## src/hw/rtl/smdu_pkg.sv

```systemverilog
// Package for the serial multiply/divide unit.
// Holds access kind codes, register offsets and engine constants.
// No dependencies.
package smdu_pkg;

  // Access kind carried on the input tuser
  localparam logic [1:0] ACT_TICK  = 2'd0;
  localparam logic [1:0] ACT_READ  = 2'd1;
  localparam logic [1:0] ACT_WRITE = 2'd2;

  // Write offsets
  localparam logic [4:0] ADDR_MCAND   = 5'h02;
  localparam logic [4:0] ADDR_MPLIER  = 5'h03;
  localparam logic [4:0] ADDR_DIVD_LO = 5'h04;
  localparam logic [4:0] ADDR_DIVD_HI = 5'h05;
  localparam logic [4:0] ADDR_DIVISOR = 5'h06;

  // Read offsets
  localparam logic [4:0] ADDR_QUOT_LO = 5'h14;
  localparam logic [4:0] ADDR_QUOT_HI = 5'h15;
  localparam logic [4:0] ADDR_PR_LO   = 5'h16;
  localparam logic [4:0] ADDR_PR_HI   = 5'h17;

  // Engine step counts and reset values
  localparam logic [3:0]  MUL_STEPS      = 4'd8;
  localparam logic [4:0]  DIV_STEPS      = 5'd16;
  localparam logic [7:0]  MCAND_RESET    = 8'hFF;
  localparam logic [15:0] DIVIDEND_RESET = 16'hFFFF;

endpackage

```

## src/hw/rtl/serial_mul_div_unit.sv

```systemverilog
// Top level of the serial multiply/divide unit: bus decode, bit-serial
// multiply and restoring divide engines, and the result register.
// Depends on smdu_pkg.
//
// One item (tick, register read or register write) is accepted per clock
// while the result register is empty or being drained, so the unit sustains
// one item per cycle; in_tready drops only when a read or error result
// sits unclaimed in the output register. A multiply takes 8 ticks and a
// divide 16 ticks after the starting write (offset 0x03 or 0x06); reads
// between ticks return the partial product, remainder or quotient. A start
// while an engine is busy is dropped but still clears or loads the
// product/remainder register. Divide by zero yields quotient 0xFFFF with
// the dividend left as remainder. Reads outside 0x14..0x17 and writes
// outside 0x02..0x06 return read_data 0 with bad_address set.
module serial_mul_div_unit (
  input  logic        clk,
  input  logic        rst_n,
  input  logic        in_tvalid,
  output logic        in_tready,
  input  logic [15:0] in_tdata,   // [4:0] reg_addr, [12:5] write_data, [15:13] zero
  input  logic [1:0]  in_tuser,   // [1:0] action
  output logic        out_tvalid,
  input  logic        out_tready,
  output logic [7:0]  out_tdata,  // [7:0] read_data
  output logic [0:0]  out_tuser   // [0] bad_address
);

  logic [1:0] action;
  logic [4:0] reg_addr;
  logic [7:0] write_data;
  logic       in_fire;

  logic [7:0]  mcand_r,     mcand_nxt;
  logic [15:0] dividend_r,  dividend_nxt;
  logic [15:0] quot_r,      quot_nxt;
  logic [15:0] prem_r,      prem_nxt;
  logic [23:0] oper_r,      oper_nxt;
  logic [3:0]  mul_left_r,  mul_left_nxt;
  logic [4:0]  div_left_r,  div_left_nxt;

  logic        out_valid_r, out_valid_nxt;
  logic [7:0]  out_data_r,  out_data_nxt;
  logic        out_bad_r,   out_bad_nxt;

  logic        engine_idle;
  logic        res_valid;
  logic [7:0]  res_data;
  logic        res_bad;
  logic [23:0] div_shift;

  assign action     = in_tuser;
  assign reg_addr   = in_tdata[4:0];
  assign write_data = in_tdata[12:5];

  // Accept whenever the result register is free or drains this cycle
  assign in_tready = !out_valid_r || out_tready;
  assign in_fire   = in_tvalid && in_tready;

  assign engine_idle = (mul_left_r == '0) && (div_left_r == '0);
  assign div_shift   = oper_r >> 1;

  // Decode the access and compute next engine state
  always_comb begin
    mcand_nxt    = mcand_r;
    dividend_nxt = dividend_r;
    quot_nxt     = quot_r;
    prem_nxt     = prem_r;
    oper_nxt     = oper_r;
    mul_left_nxt = mul_left_r;
    div_left_nxt = div_left_r;
    res_valid    = 1'b0;
    res_data     = '0;
    res_bad      = 1'b0;
    if (in_fire) begin
      case (action)
        smdu_pkg::ACT_TICK: begin
          // Advance whichever engine is busy by one step
          if (mul_left_r != '0) begin
            mul_left_nxt = mul_left_r - 4'd1;
            if (quot_r[0]) begin
              prem_nxt = prem_r + oper_r[15:0];
            end
            oper_nxt = {oper_r[22:0], 1'b0};
            quot_nxt = {1'b0, quot_r[15:1]};
          end else if (div_left_r != '0) begin
            div_left_nxt = div_left_r - 5'd1;
            oper_nxt     = div_shift;
            quot_nxt     = {quot_r[14:0], 1'b0};
            if ({8'd0, prem_r} >= div_shift) begin
              prem_nxt    = prem_r - div_shift[15:0];
              quot_nxt[0] = 1'b1;
            end
          end
        end
        smdu_pkg::ACT_READ: begin
          res_valid = 1'b1;
          case (reg_addr)
            smdu_pkg::ADDR_QUOT_LO: res_data = quot_r[7:0];
            smdu_pkg::ADDR_QUOT_HI: res_data = quot_r[15:8];
            smdu_pkg::ADDR_PR_LO:   res_data = prem_r[7:0];
            smdu_pkg::ADDR_PR_HI:   res_data = prem_r[15:8];
            default:                res_bad  = 1'b1;
          endcase
        end
        smdu_pkg::ACT_WRITE: begin
          case (reg_addr)
            smdu_pkg::ADDR_MCAND: mcand_nxt = write_data;
            smdu_pkg::ADDR_MPLIER: begin
              prem_nxt = '0;
              if (engine_idle) begin
                mul_left_nxt = smdu_pkg::MUL_STEPS;
                quot_nxt     = {write_data, mcand_r};
                oper_nxt     = {16'd0, write_data};
              end
            end
            smdu_pkg::ADDR_DIVD_LO: dividend_nxt[7:0]  = write_data;
            smdu_pkg::ADDR_DIVD_HI: dividend_nxt[15:8] = write_data;
            smdu_pkg::ADDR_DIVISOR: begin
              prem_nxt = dividend_r;
              if (engine_idle) begin
                div_left_nxt = smdu_pkg::DIV_STEPS;
                oper_nxt     = {write_data, 16'd0};
              end
            end
            default: begin
              res_valid = 1'b1;
              res_bad   = 1'b1;
            end
          endcase
        end
        default: ;
      endcase
    end
  end

  // Load a new result or drop the taken one
  always_comb begin
    out_valid_nxt = out_valid_r;
    out_data_nxt  = out_data_r;
    out_bad_nxt   = out_bad_r;
    if (out_valid_r && out_tready) begin
      out_valid_nxt = 1'b0;
    end
    if (res_valid) begin
      out_valid_nxt = 1'b1;
      out_data_nxt  = res_data;
      out_bad_nxt   = res_bad;
    end
  end

  always_ff @(posedge clk) begin
    if (!rst_n) begin
      mcand_r     <= smdu_pkg::MCAND_RESET;
      dividend_r  <= smdu_pkg::DIVIDEND_RESET;
      quot_r      <= '0;
      prem_r      <= '0;
      oper_r      <= '0;
      mul_left_r  <= '0;
      div_left_r  <= '0;
      out_valid_r <= 1'b0;
    end else begin
      mcand_r     <= mcand_nxt;
      dividend_r  <= dividend_nxt;
      quot_r      <= quot_nxt;
      prem_r      <= prem_nxt;
      oper_r      <= oper_nxt;
      mul_left_r  <= mul_left_nxt;
      div_left_r  <= div_left_nxt;
      out_valid_r <= out_valid_nxt;
    end
  end

  // Result payload holds until replaced
  always_ff @(posedge clk) begin
    out_data_r <= out_data_nxt;
    out_bad_r  <= out_bad_nxt;
  end

  assign out_tvalid   = out_valid_r;
  assign out_tdata    = out_data_r;
  assign out_tuser[0] = out_bad_r;

  // Engines never run together
  a_one_engine: assert property (@(posedge clk) disable iff (!rst_n)
    !((mul_left_r != '0) && (div_left_r != '0)))
    else $error("multiply and divide busy at once");

  // Step counters stay within their lengths
  a_step_range: assert property (@(posedge clk) disable iff (!rst_n)
    (mul_left_r <= smdu_pkg::MUL_STEPS) && (div_left_r <= smdu_pkg::DIV_STEPS))
    else $error("step counter out of range");

  // A tick on a busy multiply consumes exactly one step
  a_mul_tick: assert property (@(posedge clk) disable iff (!rst_n)
    (in_fire && (action == smdu_pkg::ACT_TICK) && (mul_left_r != '0))
    |=> (mul_left_r == $past(mul_left_r) - 4'd1))
    else $error("multiply tick did not advance");

  // Error results carry zero data
  a_bad_zero: assert property (@(posedge clk) disable iff (!rst_n)
    (out_valid_r && out_bad_r) |-> (out_data_r == '0))
    else $error("error result with nonzero data");

  // A stalled result is never overwritten
  a_no_overrun: assert property (@(posedge clk) disable iff (!rst_n)
    (out_valid_r && !out_tready) |-> !res_valid)
    else $error("result register overrun");

endmodule
```

## config.mk

```make
export PLATFORM = sky130hd
export DESIGN_NAME = serial_mul_div_unit
export DESIGN_NICKNAME = d
export VERILOG_FILES = /design/src/hw/rtl/smdu_pkg.sv /design/src/hw/rtl/serial_mul_div_unit.sv
export SDC_FILE = /design/constraint.sdc
export NUM_CORES = 1
export LEC_CHECK = 0
export ABC_CLOCK_PERIOD_IN_PS = 4300
export BUFFER_PORTS_ARGS = -buffer_cell sky130_fd_sc_hd__buf_2
export CAP_MARGIN = 20
export CORE_MARGIN = 2
export CORE_UTILIZATION = 55
export DETAILED_ROUTE_END_ITERATION = 8
export PLACE_DENSITY = 0.85
export SYNTH_ARGS = -nofsm -noshare
export SYNTH_HDL_FRONTEND = slang
export SYNTH_SLANG_ARGS = --single-unit
```

## constraint.sdc

```tcl
create_clock -name clk -period 4.3 [get_ports clk]
set_clock_uncertainty 0.15 [all_clocks]
set_input_delay 0.215 -clock clk [delete_from_list [all_inputs] [get_ports clk]]
set_output_delay 0.215 -clock clk [all_outputs]
set_load 0.01 [all_outputs]
```

Word level (Yosys, flattened, before mapping)
Cells that the tools add are included.

Output and inout bits: 11. Logic and storage cells: 97. Register bits: 99. Input bits: 22.

Magnitude comparators: 1. Add/sub/neg operators: 4. Muxes and demuxes: 35. Reduce and logical (&&, ||, !) cells: 23. Equal/unequal tests: 23.

Operators by type and width (number): 16-bit two-way mux (8); 24-bit two-way mux (4); 16-bit one-hot mux with 2 select lines (3); 24-bit one-hot mux with 2 select lines (2); 8-bit one-hot mux with 4 select lines (1); 16-bit by 23-bit greater-or-equal comparator with 1-bit output (1); 5-bit == test, second input constant (4); 5-bit two-way mux (4); 6-bit AND reduction (3); 16-bit adder (1); 16-bit subtractor (1); 5-bit by 3-bit == test with 1-bit output, second input constant (3); 3-bit inequality test, second input constant (5); 4-bit two-way mux (3); 5-bit by 2-bit == test with 1-bit output, second input constant (2); 2-bit inequality test, second input constant (5); 5-bit one-hot mux with 2 select lines (1); 5-bit AND reduction (2); 3-bit AND reduction (3); 4-bit one-hot mux with 2 select lines (1); 1-bit two-way mux (6); 5-bit logical NOT (1); 5-bit nonzero test (1); 5-bit OR reduction (1); other kinds (16) (20).

Logic depth before layout (Yosys ltp)
Depth in word-level cells: 6. Depth in mapped cells: 18. Gate-level depth less buffers: 17.

Worst setup path after synthesis
OpenSTA, ideal clock, no wires.

Path kind: register to register. Start point: reg mul_left_r[0]. End point: reg prem_r[14]. Clock period less this slack: 3.883 ns. Arrival time: 3.611 ns. Library setup time: 0.122 ns. Slack: 0.417 ns. Required time: 4.028 ns. Cell stages (with the launch flop): 18. Buffers on the path: 2. Cells stage by stage: dfxtp_1 -> inv_1 -> ha_1 -> nor3b_2 -> clkbuf_1 -> clkbuf_1 -> nand2_1 -> nand2_1 -> ha_1 -> fa_1 -> a21oi_2 -> o211a_1 -> or4_4 -> a31oi_1 -> o21a_2 -> o21a_1 -> nor3_1 -> o311a_1.

Longest elaborated chain between the ends: 3. Elaborated cells between the ends (all ways): 7. Classes of those cells: eq/ne (3); mux (2); reduce/logical (2).

Ends and longest elaborated chain: from (decl) (line serial_mul_div_unit.sv:38) `logic [3:0] mul_left_r, mul_left_nxt;`; from (signal assigned) (line serial_mul_div_unit.sv:167) `mul_left_r <= mul_left_nxt;`; 4-bit nonzero test (*) (line serial_mul_div_unit.sv:78) `if (mul_left_r != '0) begin`; 3-bit inequality test (no line) / 16-bit two-way mux (equally long branches); 6-bit AND reduction (no line) / 16-bit one-hot mux with 2 select lines (equally long branches); to (signal assigned) (line serial_mul_div_unit.sv:165) `prem_r <= prem_nxt;`; to (decl) (line serial_mul_div_unit.sv:36) `logic [15:0] prem_r, prem_nxt;`.

Mark *: on every way between the ends. The rest lies on a longest branch, timed or not. A chain may end at the register's enable or synchronous reset.

Worst setup path in the final report
Start point: reg oper_r[2]. End point: reg prem_r[14].

Longest elaborated chain between the ends: 5. Elaborated cells between the ends (all ways): 10. Classes of those cells: add/sub (2); order compare (1); eq/ne (1); mux (5); reduce/logical (1).

Ends and longest elaborated chain: from (decl) (line serial_mul_div_unit.sv:37) `logic [23:0] oper_r, oper_nxt;`; from (signal assigned) (line serial_mul_div_unit.sv:166) `oper_r <= oper_nxt;`; 16-bit subtractor (line serial_mul_div_unit.sv:90) `prem_nxt = prem_r - div_shift[15:0];`; 16-bit two-way mux (line serial_mul_div_unit.sv:89) `if ({8'd0, prem_r} >= div_shift) begin`; 16-bit two-way mux (line serial_mul_div_unit.sv:85) `end else if (div_left_r != '0) begin`; 16-bit two-way mux (line serial_mul_div_unit.sv:78); 16-bit one-hot mux with 2 select lines (line serial_mul_div_unit.sv:75) `case (action)`.

Parallel ways exist; a longest one is shown, timed or not. The select of a mux whose other input is x is not followed.

==> impl_metrics.toml <==
[grt]
grt_util_met2_pct = 43.51
grt.total_usage_pct = 27.94
grt_max_degree = 71
grt_pass1_wl_mm = 28.50
grt_pass1_vias = 5528
antenna_found_initial = 0
grt_use_met3_pct = 3.970
grt_util_met1_pct = 38.81
overflow = 0
busiest_layer = "met2"

[place]
gp_routability_congestion = 1.013
dp_cells = 950
dp_slack_ns = 0.4188
port-buffer-count = 29
dp_hpwl_mm = 12.29

[logic_synthesis]
synth_warnings = 0
ys_types = 74
async_flop_share_pct = 0
synth_fp_nets = 882
synth-seq-cells = 99
synth_area_mm2 = 0.006728
yosysSeqAreaShare_pct = 30.80
synth_top_area_share_pct = 26.78
synth_cells = 819
synth_top_cell_by_area = "dfxtp_1"
synthTopCellsByArea = "dfxtp_1, mux2i_1, ha_1"
synth-edff-count = 9
avgSynthCellArea_um2 = 8.215
synth-main-ff-cell = "dfxtp_1"

[critical_path]
path_class = "reg2reg"
startpoint = "oper_r[2]$_SDFFE_PN0P_"
crit_required_ns = 4.41
cp_max_fo = 7
r2r-start = "oper_r[2]$_SDFFE_PN0P_"
crit_arrival_ns = 4.09
start_kind = "flip-flop"
end_kind = "flip-flop"

[layout]
syn2layout_area_growth_pct = 8.053
fin_cells = 970
num_antenna_cells = 0
nNetsFinal = 881
drive_gt1_share_pct = 9.964

[detailed_routing]
via_per_inst = 6.398
ant_nets = 0
wl_mm = 17.80
post-route-drc-count = 0
first_iter_violations = 804
wl_per_cell_um = 18.35
first_pass_iters = 7
vias = 6206

[sta]
relSlewSlack_pct = 31.52
worst_pin_slew_ns = 1.019
slew_viol_final = 0
fmax_ghz = 0.2510
min_period_ns = 3.984
fin_setup_tns_ns = 0
rsz0062_at_grt = "false"
hold_violations = 0
timing.final.ws_setup_ns = 0.3156
finalSetupViolCount = 0
period_share_pct = 92.66

[clock_tree]
cts_buffer_depth = 2
cts_resized = 0
clock_latency_ns = 0.37
cts.sinks = 99
path_clk_slew_ns = 0.07
cts_made_buffers = 9
htreeDepth = 3
cts_tree = "yes"
cts_root_buf = "clkbuf_16"

[flow_run]
maxCapViolCount = 0

[run_status]
status = "completed"

[power]
total_power_w = 0.002063
peakVddDrop_uv = 297.2
power.leakage_nw = 3.011
powerDensity_mw_per_mm2 = 283.7

[die]
pin_count = 33
dieWidth_um = 114.6
start_util_pct = 56.24
core_mm2 = 0.01196
num_rows = 40
die_y_um = 114.6
dieArea_mm2 = 0.01313

[hold_path]
hp-start = "in_tdata[7]"
worstHoldPathType = "in2reg"
## power by group
| group | leakage (nW) | total [W] | switching [W] | internal [W] |
|---|---|---|---|---|
| Combinational | 2.06 | 0.000284 | 0.000170 | 0.000114 |
| Sequential | 0.808 | 0.000958 | 0.0000151 | 0.000943 |
| Clock | 0.140 | 0.000821 | 0.000386 | 0.000435 |
## critical path, cell delays in order (launching register included)
cell	delay (ns)
dfxtp_1	0.47
inv_1	0.12
ha_1	0.22
nor2b_1	0.16
and2_1	0.26
and3_1	0.23
o31ai_1	0.33
ha_1	0.34
a21oi_1	0.32
nor2_1	0.09
a21oi_1	0.26
a31oi_1	0.15
o21a_2	0.22
nor3_1	0.14
nor3_1	0.07
o311a_1	0.33
## layout make-up
class / instances / area (um2)
fillers: 995 / 4692
flip-flops and latches: 99 / 2072
clock buffers: 11 / 254.0
clock inverters: 5 / 41.29
well taps: 147 / 183.9
repair buffers: 43 / 277.8
inverters: 30 / 112.6
multi-input cells: 635 / 4328
## cells in the mapped netlist, drive strengths merged (18+ instances only)
cell type / count
inv: 30
mux2i: 75
nor3: 22
ha: 40
a21oi: 58
dfxtp: 90
clkbuf: 37
nor2b: 55
nor2: 42
buf: 18
nand3: 30
nand2: 101
o21ai: 48
## cells by family after synthesis
logic type	share of synthesized area, %
AO/OA/AOI/OAI	18.64
XOR/XNOR	1.692
adder cells (fa/ha/maj)	7.737
buffers and inverters	5.319
flip-flops	30.80
multiplexers	12.83
AND/OR/NAND/NOR	22.99
## stage by stage
step	util (%)	hold slack, ns	area [um2]
floorplan	-	0.1890	6728
global placement	57.82	0.3006	6917
detailed placement	57.82	0.3051	6917
CTS	60.54	0.02272	7242
global route	60.77	0.03721	7269
finish	60.77	0.02556	7269
## placed cells by master (no fill, tap or decap), drive strengths merged, types with 9 or more instances in the layout
| master | instances |
|---|---|
| nand3 | 30 |
| o22ai | 14 |
| clkbuf | 11 |
| edfxtp | 9 |
| o21ai | 48 |
| ha | 40 |
| a21o | 9 |
| dfxtp | 90 |
| a21oi | 58 |
| nand2 | 101 |
| nor2b | 55 |
| nor2 | 42 |
| mux2i | 75 |
| nor3 | 22 |
| buf | 40 |
| inv | 33 |
## state kept, by name, summed over array words and instances (netlist names)
| register | count |
|---|---|
| out_tvalid | 1 |
| mcand_r | 8 |
| out_tuser | 1 |
| mul_left_r | 4 |
| quot_r | 16 |
| prem_r | 16 |
| oper_r | 24 |
| div_left_r | 5 |
| out_tdata | 8 |
| dividend_r | 16 |
## routing by layer
layer	vias up	share of wire, %
li1	2949	-
met4	0	3.0
met5	-	0
met1	2914	42
met2	306	45
met3	37	9.4
## what timing repair did
item                                   in CTS  in global routing
endpoints found under the hold margin       6                  0
hold buffers                                3                  0
setup buffers                               0                  0
## worst paths after layout
path / slack (ns) / cells after the start / end
worst min-delay path: 0.03 / 3 / mcand_r[2]$_SDFFE_PN1P_
worst max-delay path: 0.32 / 15 / prem_r[14]$_SDFFE_PN0P_
worst min register to register: 0.32 / 2 / dividend_r[10]$_SDFFE_PN1P_
worst max register to register: 0.32 / 15 / prem_r[14]$_SDFFE_PN0P_
Note: power is estimated with default switching activity, not from simulation.
